`config.mk`:
```
export PLATFORM = sky130hd
export DESIGN_NAME = sks_cell
export DESIGN_NICKNAME = d
export VERILOG_FILES = /design/src/rtl/sks_pkg.sv /design/src/rtl/sks_cell.sv
export SDC_FILE = /design/constraint.sdc
export NUM_CORES = 1
export LEC_CHECK = 0
export ABC_AREA = 1
export BUFFER_PORTS_ARGS = -buffer_cell sky130_fd_sc_hd__buf_2
export CAP_MARGIN = 40
export CORE_AREA = 4 4 82 84
export CTS_CLUSTER_SIZE = 8
export DETAILED_ROUTE_END_ITERATION = 6
export DIE_AREA = 0 0 86 88
export PLACE_DENSITY = 0.77
export SETUP_SLACK_MARGIN = 0.1
export SYNTH_ARGS = -nofsm -noshare
export SYNTH_HDL_FRONTEND = slang
export SYNTH_SLANG_ARGS = --single-unit
export TNS_END_PERCENT = 100
```
`constraint.sdc`:
```
create_clock -name clk -period 4.6 [get_ports clk]
set_input_delay 0.69 -clock clk [delete_from_list [all_inputs] [get_ports clk]]
set_output_delay 0.69 -clock clk [all_outputs]
set_load 0.01 [all_outputs]
```
`src/rtl/sks_pkg.sv`:
```
`timescale 1ns / 1ps
// ----------------------------------------------------------------------------
// sks_pkg: shared types and constants of the k-smallest summing block
// Field widths, the control bundle that drives the cell chain and the
// controller state encoding.
// ----------------------------------------------------------------------------
package sks_pkg;

	// Widths fixed by the interface.
	localparam int VALUE_W = 32;
	localparam int COUNT_W = 7;
	localparam int SUM_W   = 38;

	typedef logic signed [VALUE_W-1:0] value_t;
	typedef logic        [COUNT_W-1:0] count_t;
	typedef logic signed [SUM_W-1:0]   sum_t;

	// Controller states, one-hot.
	typedef enum logic [1:0] {
		ST_IDLE = 2'b01,
		ST_SUM  = 2'b10
	} state_t;

	// Broadcast control for every cell of the chain.
	typedef struct packed {
		logic   ins_en;   // insert the broadcast value this cycle
		logic   shift_en; // move every entry one cell toward the head
		logic   clear;    // drop every entry
		value_t value;    // value being inserted
	} cell_ctrl_t;

endpackage

```
`src/rtl/sks_cell.sv`:
```
`timescale 1ns / 1ps
// ----------------------------------------------------------------------------
// sks_cell: one entry of the sorted chain
// Holds a value and a valid flag. On insert it keeps its entry, takes the
// new value, or takes its lower neighbor's entry, so the chain stays in
// ascending order. On shift it takes its upper neighbor's entry.
// ----------------------------------------------------------------------------
module sks_cell (
	input  logic                clk,
	input  logic                arst_n,
	input  sks_pkg::cell_ctrl_t ctrl,
	input  logic                prev_valid,
	input  logic                prev_gt,
	input  sks_pkg::value_t     prev_value,
	input  logic                next_valid,
	input  sks_pkg::value_t     next_value,
	output logic                valid,
	output logic                gt,
	output sks_pkg::value_t     value
);
	import sks_pkg::*;

	logic   valid_q;
	value_t value_q;

	// This entry is larger than the value being inserted.
	assign gt    = valid_q && (ctrl.value < value_q);
	assign valid = valid_q;
	assign value = value_q;

	// Valid flag.
	always_ff @(posedge clk or negedge arst_n) begin
		if (!arst_n) begin
			valid_q <= 1'b0;
		end else if (ctrl.clear) begin
			valid_q <= 1'b0;
		end else if (ctrl.shift_en) begin
			valid_q <= next_valid;
		end else if (ctrl.ins_en) begin
			if (prev_gt || (prev_valid && !valid_q)) begin
				valid_q <= 1'b1;
			end
		end
	end

	// Stored value.
	always_ff @(posedge clk) begin
		if (ctrl.shift_en) begin
			value_q <= next_value;
		end else if (ctrl.ins_en) begin
			if (prev_gt) begin
				value_q <= prev_value;
			end else if (prev_valid && (gt || !valid_q)) begin
				value_q <= ctrl.value;
			end
		end
	end

endmodule

```
Word-level counts from Yosys, hierarchy flattened
Cells that the tools add are included.
Word-level totals
  flip-flop bits (word level): 33
  input port bits: 104
Operators by class
  reductions and logical operators: 12
  muxes and demuxes: 8
  $lt $le $gt $ge: 1
Operator list (number)
  32-bit 2-to-1 mux: 4
  32-bit < comparator: 1
  3-bit nonzero test: 3
  1-bit 2-to-1 mux: 4
  2-bit AND reduction: 2
  1-bit logical AND: 3
  1-bit logical OR: 2
  2-bit nonzero test: 1
  1-bit zero test: 1

Depth between registers and ports, before layout
Gate-level depths: netlist of the first run.
  depth after elaboration: 8
  gate-level depth with buffers: 16

Least setup slack after synthesis of the first run
Ideal clock, no wire load.
  kind: input to register
  from: in ctrl[21] (netlist bit)
  to: reg value_q[0], in the netlist value[0], enable pin
  arrival time: 2648 ps
  required time: 4200 ps
  path slack: 1552 ps
  path buffers: 0
  stages on the path: 10
  path through: ha_1 a21oi_1 nor2_1 nor2_1 nand3_1 a21oi_2 nand3_1 nand3_1 nand2_1 a21oi_2
Between the ends
  word-level cells in the longest chain between the ends: 6
Ends and longest elaborated chain
  start, declared: RTL line sks_cell.sv:11  | input sks_pkg::cell_ctrl_t ctrl,
  32-bit < comparator: RTL line sks_cell.sv:27  | assign gt = valid_q && (ctrl.value < value_q);
  1-bit logical AND: RTL line sks_cell.sv:27
  1-bit logical OR: RTL line sks_cell.sv:53  | end else if (prev_valid && (gt || !valid_q)) begin
  1-bit logical AND: RTL line sks_cell.sv:53
  3-bit nonzero test (no line)
  2-bit AND reduction (no line)
  end signal, assigned: RTL line sks_cell.sv:49  | value_q <= next_value;
  end signal, assigned: RTL line sks_cell.sv:52  | value_q <= prev_value;
  end signal, assigned: RTL line sks_cell.sv:54  | value_q <= ctrl.value;
  end, declared: RTL line sks_cell.sv:24  | value_t value_q;
No other way between the ends.
A chain may end at the register's enable or synchronous reset.

Worst setup path after layout of the first run
  from: in ctrl[31] (netlist bit)
  to: out gt
Between the ends
  word-level cells in the longest chain between the ends: 2
Ends and longest elaborated chain
  32-bit < comparator: RTL line sks_cell.sv:27
  1-bit logical AND: RTL line sks_cell.sv:27
  end, declared: RTL line sks_cell.sv:18  | output logic gt,
No other way between the ends.

==> flow_metrics.py, run 1 <==
metrics = {
    "floorplan": {
        "floorplan_core_area_um2": 5921,
        "boundaryPins": 138,
        "floorplan.die.width_um": 86,
        "die_y_um": 88,
        "floorplan.initialDensity_pct": 42.24,
        "num_rows": 28,
        "design.die.area_um2": 7568,
    },
    "finish": {
        "layout-drive-gt1-share_pct": 33.48,
        "mostFrequentLayoutCell": "sky130_fd_sc_hd__buf_2",
        "final_net_count": 591,
        "mostFrequentLayoutCells": "sky130_fd_sc_hd__buf_2 (137), sky130_fd_sc_hd__a21oi_1 (78), sky130_fd_sc_hd__nand2_1 (64)",
        "final_antenna_diode_count": 0,
        "layout.cell_area.non_filler_um2": 3390,
        "area.growth.synth_to_final_pct": 35.52,
    },
    "grt": {
        "grt-ovfl-total": 0,
        "grt_pass1_vias": 2494,
        "antenna_found_initial": 0,
        "grt_pass1_wl_um": 11170,
        "grt_max_degree": 36,
        "grt_usage_pct": 18.82,
    },
    "placement": {
        "io_buffer_count": 137,
        "place_worst_setup_slack_ps": 1575,
        "globalplace.congestion": 0.7817,
        "place_area_um2": 3283,
        "detailedPlacementHpwl_um": 5705,
    },
    "routing": {
        "detail_route.vias_per_cell": 4.959,
        "vias": 2638,
        "detail_route.drc_violations": 0,
        "routed_wirelength_um": 7141,
        "avgRoutedWirePerCell_um": 13.42,
        "antenna_left": 0,
        "drt-initial-drc-count": 96,
        "detailedRoute.firstPassIterationCount": 4,
    },
    "critical_path": {
        "critical_path_sink_type": "primary output",
        "startpoint_type": "input pin",
        "cpMostUsedCell": "sky130_fd_sc_hd__nand2_1",
        "reg2reg_slack_ps": 1990,
        "worstSetupPathType": "in2out",
        "crit_path_top_delay_cell": "sky130_fd_sc_hd__ha_1",
        "crit_path_cell_trace": "buf_2, ha_1, nand2_1, nor2_2, nand2_1, nor2_2, nand2_1, nand2_1, nand2_1, a21oi_1, buf_2",
        "cp.buffers_inverters": 2,
        "timing.critical_path.slowest_cell_delay_ps": 340,
        "cp_data_arrival_time_ps": 2070,
        "worst_path_dominant_cell_family": "simple AND/OR/NAND/NOR gates",
        "critical_path_required_ps": 3910,
        "maximum_fanout_encountered_on_the_critical_timing_path": 4,
    },
    "sta": {
        "timing_max_transition_violations_final": 0,
        "worstMarginPinSlew_ps": 710.2,
        "layout_min_cycle_time_ps": 2760,
        "rsz0062_at_grt": "no",
        "fmax_mhz": 362.3,
        "final_hold_viol_count": 0,
        "timing.slew.headroom_pct": 52.66,
        "clock-skew-final_ps": 8.147,
        "post-route-worst-setup-slack_ps": 1840,
        "finalCritPeriodShare_pct": 60.00,
        "totalNegativeSetupSlack_ps": 0,
        "setup_viol_count_final": 0,
    },
    "clocking": {
        "cts.repair_timing.setup_buffer_count": 0,
        "clock_tree_from_tritoncts": "done",
        "clock_tree.root_cell": "sky130_fd_sc_hd__clkbuf_8",
        "clock_tree.htree_level_count": 2,
        "cts.clk_slew.worst_paths_ps": 70,
        "cts.sinks": 33,
        "clockBufferDepth": 2,
        "cts-buffers-inserted": 5,
        "clk-insertion-delay-late_ps": 280,
        "cts_hold_buf": 0,
        "post_cts_resized": 0,
    },
    "synthesis": {
        "ys_ff_latch": 33,
        "syn_avg_cell_area_um2": 7.743,
        "synth.distinct_cells": 19,
        "syn_area_um2": 2501,
        "post_synth_inst_count": 323,
        "synth.top_cell.area_share_pct": 38.42,
        "synth_area_leaders": "sky130_fd_sc_hd__edfxtp_1 (38%), sky130_fd_sc_hd__a21oi_1 (16%), sky130_fd_sc_hd__ha_1 (16%), sky130_fd_sc_hd__nand2_1 (9.6%), sky130_fd_sc_hd__inv_1 (6.3%)",
        "largest_area_contributor_in_the_netlist": "sky130_fd_sc_hd__edfxtp_1",
        "synth.net_count": 458,
        "yosys_warnings": 0,
        "yosysSeqAreaShare_pct": 39.42,
    },
    "power": {
        "power.density_cell_area_nw_per_um2": 270.4,
        "worst_ir_drop_vdd_v": 0.0001502,
        "power.static_leakage_nw": 1.802,
    },
    "outcome": {
        "run_status": "completed",
    },
    "hold_path": {
        "hold_class": "in2async",
    },
    "flow_run": {
        "cap_violations": 0,
    },
}
synth_stat cells:
library cell and count:
sky130_fd_sc_hd__a311oi_1 1, sky130_fd_sc_hd__o21ai_0 4, sky130_fd_sc_hd__a21oi_1 78, sky130_fd_sc_hd__o21ai_1 1, sky130_fd_sc_hd__buf_2 2, sky130_fd_sc_hd__clkbuf_1 12, sky130_fd_sc_hd__dfrtp_1 1, sky130_fd_sc_hd__o21a_1 1
sky130_fd_sc_hd__clkinv_1 1, sky130_fd_sc_hd__edfxtp_1 32, sky130_fd_sc_hd__ha_1 31, sky130_fd_sc_hd__nand2_1 64, sky130_fd_sc_hd__a21oi_2 3, sky130_fd_sc_hd__nor2_1 41, sky130_fd_sc_hd__nor3_2 2, sky130_fd_sc_hd__nand3_1 4
sky130_fd_sc_hd__nor2_2 2, sky130_fd_sc_hd__inv_1 42, sky130_fd_sc_hd__nand4_1 1
registers in the layout, indices dropped and copies added, names as in the netlist:
signal	cells
value	32
valid	1
final timing paths:
kind                       cells after the start           startpoint             endpoint
min reg2reg                                    2    valid$_DFFE_PN0P_    valid$_DFFE_PN0P_
max reg2reg                                   12  value[21]$_DFFE_PP_  value[16]$_DFFE_PP_
min                                            1               arst_n    valid$_DFFE_PN0P_
min in group clk                               2             ctrl[32]    valid$_DFFE_PN0P_
max                                           11             ctrl[31]                   gt
max in group asynchronous                      1               arst_n    valid$_DFFE_PN0P_
per-stage QoR:
| stage | instances | util (%) | power [mW] | hold slack (ps) |
|---|---|---|---|---|
| 3_5_place_dp | 524 | 55.45 | 0.6592 | 477.0 |
| 4_1_cts | 532 | 57.25 | 0.9257 | 163.4 |
| 5_1_grt | 532 | 57.25 | 0.9800 | 148.8 |
| 3_3_place_gp | 522 | 54.73 | 0.6464 | 474.8 |
| 2_1_floorplan | 323 | - | 0.5391 | 394.4 |
| 6_report | 532 | 57.25 | 0.9165 | 174.5 |
power breakdown:
part | internal [mW] | switching, mW | leakage (nW)
clock network | 0.160 | 0.106 | 0.0528
logic | 0.117 | 0.152 | 1.42
registers | 0.368 | 0.0141 | 0.329
worst reg2reg max path, delay by kind of cell (launching register included):
kind	cells	cell delay, ps
AOI/OAI and AO/OA	3	830
adders and majority gates	1	240
buffers and inverters	2	310
DFF	1	390
and+or+nand+nor	6	560
cells by family (layout without fill, tap and decap cells):
family          after synthesis  after routing  share of synthesized area, %
buf+inv                      57            191                         8.654
simple gates                114            114                         18.11
compound gates               88             88                         18.31
flops                        33             33                         39.42
fa+ha+maj                    31             31                         15.51
area by class of cell:
cell class / count / area (µm²)
well taps: 75 / 93.84
inverters: 43 / 161.4
flip-flops and latches: 33 / 985.9
multi-input cells: 233 / 1306
clock inverters: 2 / 33.78
repair buffers: 140 / 735.7
clock buffers: 6 / 72.57
fillers: 538 / 2531
routing by layer:
metal,part of all wire (%),track usage (%)
met5,0,0
met4,1.6,6.331
met3,7.9,5.456
met2,51,33.08
met1,40,21.98
No activity file was read; power rests on OpenSTA's default activity.
==> run 2: changes to the inputs <==
Settings changed: CORE_AREA 4 4 82 84 to 4 4 84 86, DIE_AREA 0 0 86 88 to 0 0 88 90, PLACE_DENSITY 0.77 to 0.76.
Clock period 4.6 ns to 2.45 ns, I/O delays scaled along.
==> run 2 against run 1 <==
Via count increased by 2.0%. Sequential share of layout area decreased by 1.7 points. Global-route usage decreased by 0.21 points. Core utilization increased by 0.12 points. Setup slack got worse by 1700 ps. Total power increased by 84%. Critical endpoint unchanged. Largest cell class unchanged.
==> flow_metrics.py, run 2 (same netlist as run 1, synthesis figures left out) <==
metrics = {
    "outcome": {
        "run_status": "completed",
    },
    "critical_path": {
        "maximum_fanout_encountered_on_the_critical_timing_path": 2,
        "cp.buffers_inverters": 2,
        "worst_path_dominant_cell_family": "compound AO/OA/AOI/OAI gates",
        "critical_path_required_ps": 2080,
        "r2r_start": "value[21]$_DFFE_PP_",
        "crit_path_cell_trace": "inv_1, ha_1, a21oi_2, nor2_1, nor2_1, nand3_2, a21oi_4, nand3_2, a21oi_2, buf_2",
        "startpoint_type": "register",
        "critical_path_sink_type": "primary output",
        "worst-r2r-cell-count": 12,
        "reg2reg_slack_ps": 240,
        "crit_reg_reg_endpoint": "value[6]$_DFFE_PP_",
        "timing.critical_path.slowest_cell_delay_ps": 360,
        "worstSetupPathType": "reg2out",
        "cp_data_arrival_time_ps": 1960,
        "crit_path_top_delay_cell": "sky130_fd_sc_hd__edfxtp_1",
    },
    "finish": {
        "final_antenna_diode_count": 0,
        "layout.cell_area.non_filler_um2": 3601,
        "number_of_flip_flops_in_the_largest_register": 32,
        "layout-drive-gt1-share_pct": 40.77,
        "fillCellCount": 618,
        "final_cells": 543,
        "mostFrequentLayoutCells": "sky130_fd_sc_hd__buf_2 (137), sky130_fd_sc_hd__a21oi_1 (71), sky130_fd_sc_hd__nand2_1 (55)",
        "mostFrequentLayoutCell": "sky130_fd_sc_hd__buf_2",
        "final_net_count": 600,
        "area.growth.synth_to_final_pct": 43.97,
        "finalCoreUtilization_pct": 57.37,
    },
    "sta": {
        "timing_max_transition_violations_final": 0,
        "final_hold_viol_count": 0,
        "worstMarginPinSlew_ps": 569.9,
        "fin_hold_ws_ps": 244.1,
        "clock-skew-final_ps": 7.702,
        "rsz0062_at_grt": "yes",
        "totalNegativeSetupSlack_ps": 0,
        "layout_min_cycle_time_ps": 2323,
        "fmax_mhz": 430.4,
        "finalCritPeriodShare_pct": 94.83,
        "timing.slew.headroom_pct": 61.97,
        "setup_viol_count_final": 0,
    },
    "grt": {
        "grt_pass1_vias": 2676,
        "grt_usage_pct": 18.61,
        "antenna_found_initial": 0,
        "grt-ovfl-total": 0,
        "grt_max_degree": 25,
        "grt_pass1_wl_um": 11740,
    },
    "placement": {
        "detailedPlacementHpwl_um": 5962,
        "globalplace.congestion": 0.8155,
        "place_area_um2": 3328,
        "io_buffer_count": 137,
        "numPlacedInstances": 530,
    },
    "flow_run": {
        "cap_violations": 0,
    },
    "floorplan": {
        "boundaryPins": 138,
        "floorplan.initialDensity_pct": 39.84,
        "die_y_um": 90,
        "design.die.area_um2": 7920,
        "num_rows": 29,
        "floorplan_core_area_um2": 6277,
        "floorplan.die.width_um": 88,
    },
    "routing": {
        "vias": 2691,
        "detail_route.vias_per_cell": 4.956,
        "avgRoutedWirePerCell_um": 14.05,
        "drt-initial-drc-count": 180,
        "detailedRoute.firstPassIterationCount": 4,
        "detail_route.drc_violations": 0,
        "routed_wirelength_um": 7629,
        "antenna_left": 0,
    },
    "power": {
        "worst_ir_drop_vdd_v": 0.0002406,
        "power.density_cell_area_nw_per_um2": 469.1,
        "power.static_leakage_nw": 1.845,
    },
    "hold_path": {
        "hold_class": "in2reg",
        "worst_hold_path.num_cells": 2,
        "hold_start": "ctrl[32]",
        "min_to": "valid$_DFFE_PN0P_",
    },
    "clocking": {
        "clock_tree.root_cell": "sky130_fd_sc_hd__clkbuf_8",
        "clk-insertion-delay-late_ps": 280,
        "clock_tree.htree_level_count": 2,
        "cts.clk_slew.worst_paths_ps": 70,
        "cts-buffers-inserted": 5,
        "cts.sinks": 33,
        "clockBufferDepth": 2,
        "clock_tree_from_tritoncts": "done",
    },
}
[run 2: changes by cell type in the layout (fill, tap and decap cells not counted), sizes merged]
cell,change
bufinv,-1
clkbuf,-1
clkinv,+2
buf,+8
dlygate4sd3,+1
[run 2: metrics by stage]
step,power [mW],setup WS (ps)
4_1_cts,1.660,101.4
6_report,1.689,126.7
3_3_place_gp,1.231,105.8
3_5_place_dp,1.249,55.34
5_1_grt,1.812,-39.61
2_1_floorplan,1.016,30.74
[run 2: worst max path at each step]
stage	start	endpoint	depth (start not counted)
6_report	value[21]$_DFFE_PP_	gt	10
5_1_grt	value[21]$_DFFE_PP_	gt	10
4_1_cts	value[3]$_DFFE_PP_	gt	15
3_5_place_dp	ctrl[31]	value[15]$_DFFE_PP_	13
3_3_place_gp	ctrl[31]	value[15]$_DFFE_PP_	13
2_1_floorplan	value[5]$_DFFE_PP_	value[0]$_DFFE_PP_	13
[run 2: timing repair]
item	4_1_cts	5_1_grt
hold buffers	1	0
setup buffers	2	2
resized for setup	10	19
hold endpoints to repair	1	0
pin swaps	5	8
setup endpoints to repair	1	33
[run 2: final cells by class]
type | instances | area [µm²] | share of cell area, %
inverters | 43 | 161.4 | 4.482
well taps | 77 | 96.34 | 2.675
multi-input cells | 233 | 1465 | 40.69
clock buffers | 5 | 68.82 | 1.911
repair buffers | 149 | 810.8 | 22.52
flip-flops and latches | 33 | 985.9 | 27.38
clock inverters | 3 | 12.51 | 0.3475
[run 2: worst register-to-register path, cell delays in order, from the launching register on]
cell and delay, ps:
sky130_fd_sc_hd__edfxtp_1 360, sky130_fd_sc_hd__inv_1 50, sky130_fd_sc_hd__ha_1 320, sky130_fd_sc_hd__a21oi_2 140, sky130_fd_sc_hd__nor2_1 50, sky130_fd_sc_hd__nor2_1 110, sky130_fd_sc_hd__nand3_2 100, sky130_fd_sc_hd__a21oi_4 150
sky130_fd_sc_hd__nand3_2 90, sky130_fd_sc_hd__nand3_1 90, sky130_fd_sc_hd__nand2_2 70, sky130_fd_sc_hd__a21oi_4 210, sky130_fd_sc_hd__buf_12 190
[run 2: where the power goes]
part / leakage (nW) / internal [mW] / switching [mW] / total, mW
sequential: 0.329 / 0.691 / 0.0282 / 0.720
combinational: 1.47 / 0.265 / 0.318 / 0.583
clock: 0.0430 / 0.191 / 0.196 / 0.387
[run 2: routing by layer]
layer / part of all wire [%] / global-route usage (%)
met2: 50 / 31.78
met1: 39 / 22.39
met5: 0 / 0
met4: 2.6 / 7.033
met3: 8.1 / 4.113
==> run 3: changes to the inputs <==
Clock period 2.45 ns to 2 ns, I/O delays scaled along.
==> run 3 against run 2 <==
Critical endpoint is now value[21]$_DFFE_PP_. Count of clock-buffer cells in the layout is 1 higher. Total power is 40% higher. Routed wire length is 11% higher. Largest power group unchanged. The run now ends with setup timing left. Sequential cell count stayed put. Via count is 7.4% higher. Critical path depth is 3 higher.
==> flow_metrics.py, run 3 (same netlist as run 1, synthesis figures left out) <==
metrics = {
    "grt": {
        "antenna_found_initial": 0,
        "grt-ovfl-total": 0,
        "grt_pass1_vias": 2870,
        "grt_most_used_layer": "met2",
        "grt_util_met3_pct": 3.016,
        "use_met2_pct": 37.00,
        "grt_max_degree": 35,
        "met1_usage_pct": 23.77,
        "grt_usage_pct": 20.31,
        "grt_pass1_wl_um": 12910,
    },
    "floorplan": {
        "boundaryPins": 138,
        "floorplan.die.width_um": 88,
        "design.die.area_um2": 7920,
        "num_rows": 29,
        "floorplan.initialDensity_pct": 39.84,
        "floorplan_core_area_um2": 6277,
        "die_y_um": 90,
    },
    "finish": {
        "layout.cell_area.non_filler_um2": 4026,
        "layout-drive-gt1-share_pct": 47.24,
        "final_cells": 585,
        "mostFrequentLayoutCells": "sky130_fd_sc_hd__buf_2 (137), sky130_fd_sc_hd__a21oi_1 (72), sky130_fd_sc_hd__nand2_1 (57)",
        "mostFrequentLayoutCell": "sky130_fd_sc_hd__buf_2",
        "number_of_flip_flops_in_the_largest_register": 32,
        "area.growth.synth_to_final_pct": 60.98,
        "final_net_count": 642,
        "final_antenna_diode_count": 0,
    },
    "sta": {
        "post-route-worst-setup-slack_ps": -302.2,
        "totalNegativeSetupSlack_ps": -8690,
        "timing_max_transition_violations_final": 0,
        "clock-skew-final_ps": 6.730,
        "layout_min_cycle_time_ps": 2302,
        "worstMarginPinSlew_ps": 581.1,
        "rsz0062_at_grt": "yes",
        "setup_viol_count_final": 33,
        "final_hold_viol_count": 0,
        "fmax_mhz": 434.4,
        "timing.slew.headroom_pct": 61.22,
        "finalCritPeriodShare_pct": 115.1,
    },
    "clocking": {
        "cts-buffers-inserted": 5,
        "clock_tree.root_cell": "sky130_fd_sc_hd__clkbuf_8",
        "clockBufferDepth": 2,
        "clock_tree_from_tritoncts": "done",
        "clock_tree.htree_level_count": 2,
        "cts.sinks": 33,
        "cts.clk_slew.worst_paths_ps": 70,
        "clk-insertion-delay-late_ps": 280,
    },
    "critical_path": {
        "crit_path_cell_trace": "inv_2, ha_4, a21oi_1, nor2_1, nor2_1, nand3_2, a21oi_4, nand3_2, nand3_2, nand2_2, a21oi_4, buf_12, clkbuf_16",
        "startpoint_type": "register",
        "critical_path_sink_type": "register",
        "worstSetupPathType": "reg2reg",
        "cpMostUsedCell": "sky130_fd_sc_hd__nand3_2",
        "timing.critical_path.slowest_cell_delay_ps": 410,
        "cp.buffers_inverters": 3,
        "r2r_start": "value[21]$_DFFE_PP_",
        "maximum_fanout_encountered_on_the_critical_timing_path": 6,
        "critical_path_required_ps": 2000,
        "cp_data_arrival_time_ps": 2300,
        "worst-r2r-cell-count": 13,
        "worst_path_dominant_cell_family": "simple AND/OR/NAND/NOR gates",
        "reg2reg_slack_ps": -300,
        "crit_reg_reg_endpoint": "value[21]$_DFFE_PP_",
        "crit_path_top_delay_cell": "sky130_fd_sc_hd__edfxtp_1",
    },
    "power": {
        "power.density_cell_area_nw_per_um2": 586.7,
        "worst_ir_drop_vdd_v": 0.0002983,
        "power.static_leakage_nw": 2.072,
    },
    "routing": {
        "drt-initial-drc-count": 97,
        "detailedRoute.firstPassIterationCount": 4,
        "detail_route.vias_per_cell": 4.942,
        "detail_route.drc_violations": 0,
        "vias": 2891,
        "antenna_left": 0,
        "routed_wirelength_um": 8431,
        "avgRoutedWirePerCell_um": 14.41,
    },
    "outcome": {
        "failing_checks": "setup timing",
        "run_status": "finished, violations left",
    },
    "placement": {
        "io_buffer_count": 137,
        "globalplace.congestion": 0.8223,
        "place_area_um2": 3541,
        "numPlacedInstances": 560,
        "detailedPlacementHpwl_um": 6261,
    },
    "flow_run": {
        "cap_violations": 0,
    },
    "hold_path": {
        "hold_class": "in2reg",
        "min_to": "valid$_DFFE_PN0P_",
        "worst_hold_path.num_cells": 2,
        "hold_start": "ctrl[32]",
    },
}
-- run 3: cell types whose count changed in the layout (fill, tap and decap cells not counted), sizes merged --
cell    delta
buf       +40
clkinv     -2
clkbuf     +3
bufinv     +1
-- run 3: routing by layer --
layer,share of wire (%),wire (µm)
met1,42,3500
met2,51,4327
met3,5.2,439
met4,1.9,163
met5,0,0
-- run 3: how the worst max path moves through the flow --
| stage | startpoint | endpoint | slack (ps) | cells past startpoint |
|---|---|---|---|---|
| floorplan | value[5]$_DFFE_PP_ | value[0]$_DFFE_PP_ | -420 | 13 |
| global placement | ctrl[11] | value[1]$_DFFE_PP_ | -200 | 13 |
| detailed placement | ctrl[19] | value[19]$_DFFE_PP_ | -230 | 12 |
| CTS | value[23]$_DFFE_PP_ | gt | -240 | 11 |
| global route | value[9]$_DFFE_PP_ | value[21]$_DFFE_PP_ | -430 | 13 |
| finish | value[21]$_DFFE_PP_ | value[21]$_DFFE_PP_ | -300 | 13 |
-- run 3: cell type report --
cell class                      count  area [µm²]
Fill cell                         534        2251
Timing Repair Buffer              191        1169
Clock buffer                        6       72.57
Clock inverter                      2       33.78
Inverter                           43       161.4
Sequential cell                    33       985.9
Tap cell                           77       96.34
Multi-Input combinational cell    233        1508
-- run 3: through the flow --
| stage | utilization, % | power [mW] | setup slack, ps | hold slack [ps] |
|---|---|---|---|---|
| after CTS | 60.41 | 2.280 | -239.4 | 174.1 |
| final | 64.14 | 2.362 | -302.2 | 180.2 |
| after floorplan | - | 1.245 | -419.3 | 4.409 |
| after detailed placement | 56.41 | 1.606 | -226.3 | 82.49 |
| after global placement | 56.17 | 1.573 | -200.0 | 83.84 |
| after global routing | 64.14 | 2.504 | -425.6 | 164.9 |
-- run 3: where the power goes --
group	switching [mW]	internal, mW
combinational	0.433	0.434
clock	0.244	0.368
sequential	0.0364	0.847
-- run 3: repair_timing --
| item | 4_1_cts | 5_1_grt |
|---|---|---|
| setup buffers | 6 | 6 |
| pin swaps | 15 | 11 |
| endpoints found under the hold margin | 1 | 0 |
| endpoints found under the setup margin | 33 | 33 |
| gates resized for setup | 16 | 24 |
| gates cloned | 0 | 4 |
| hold buffers | 1 | 0 |
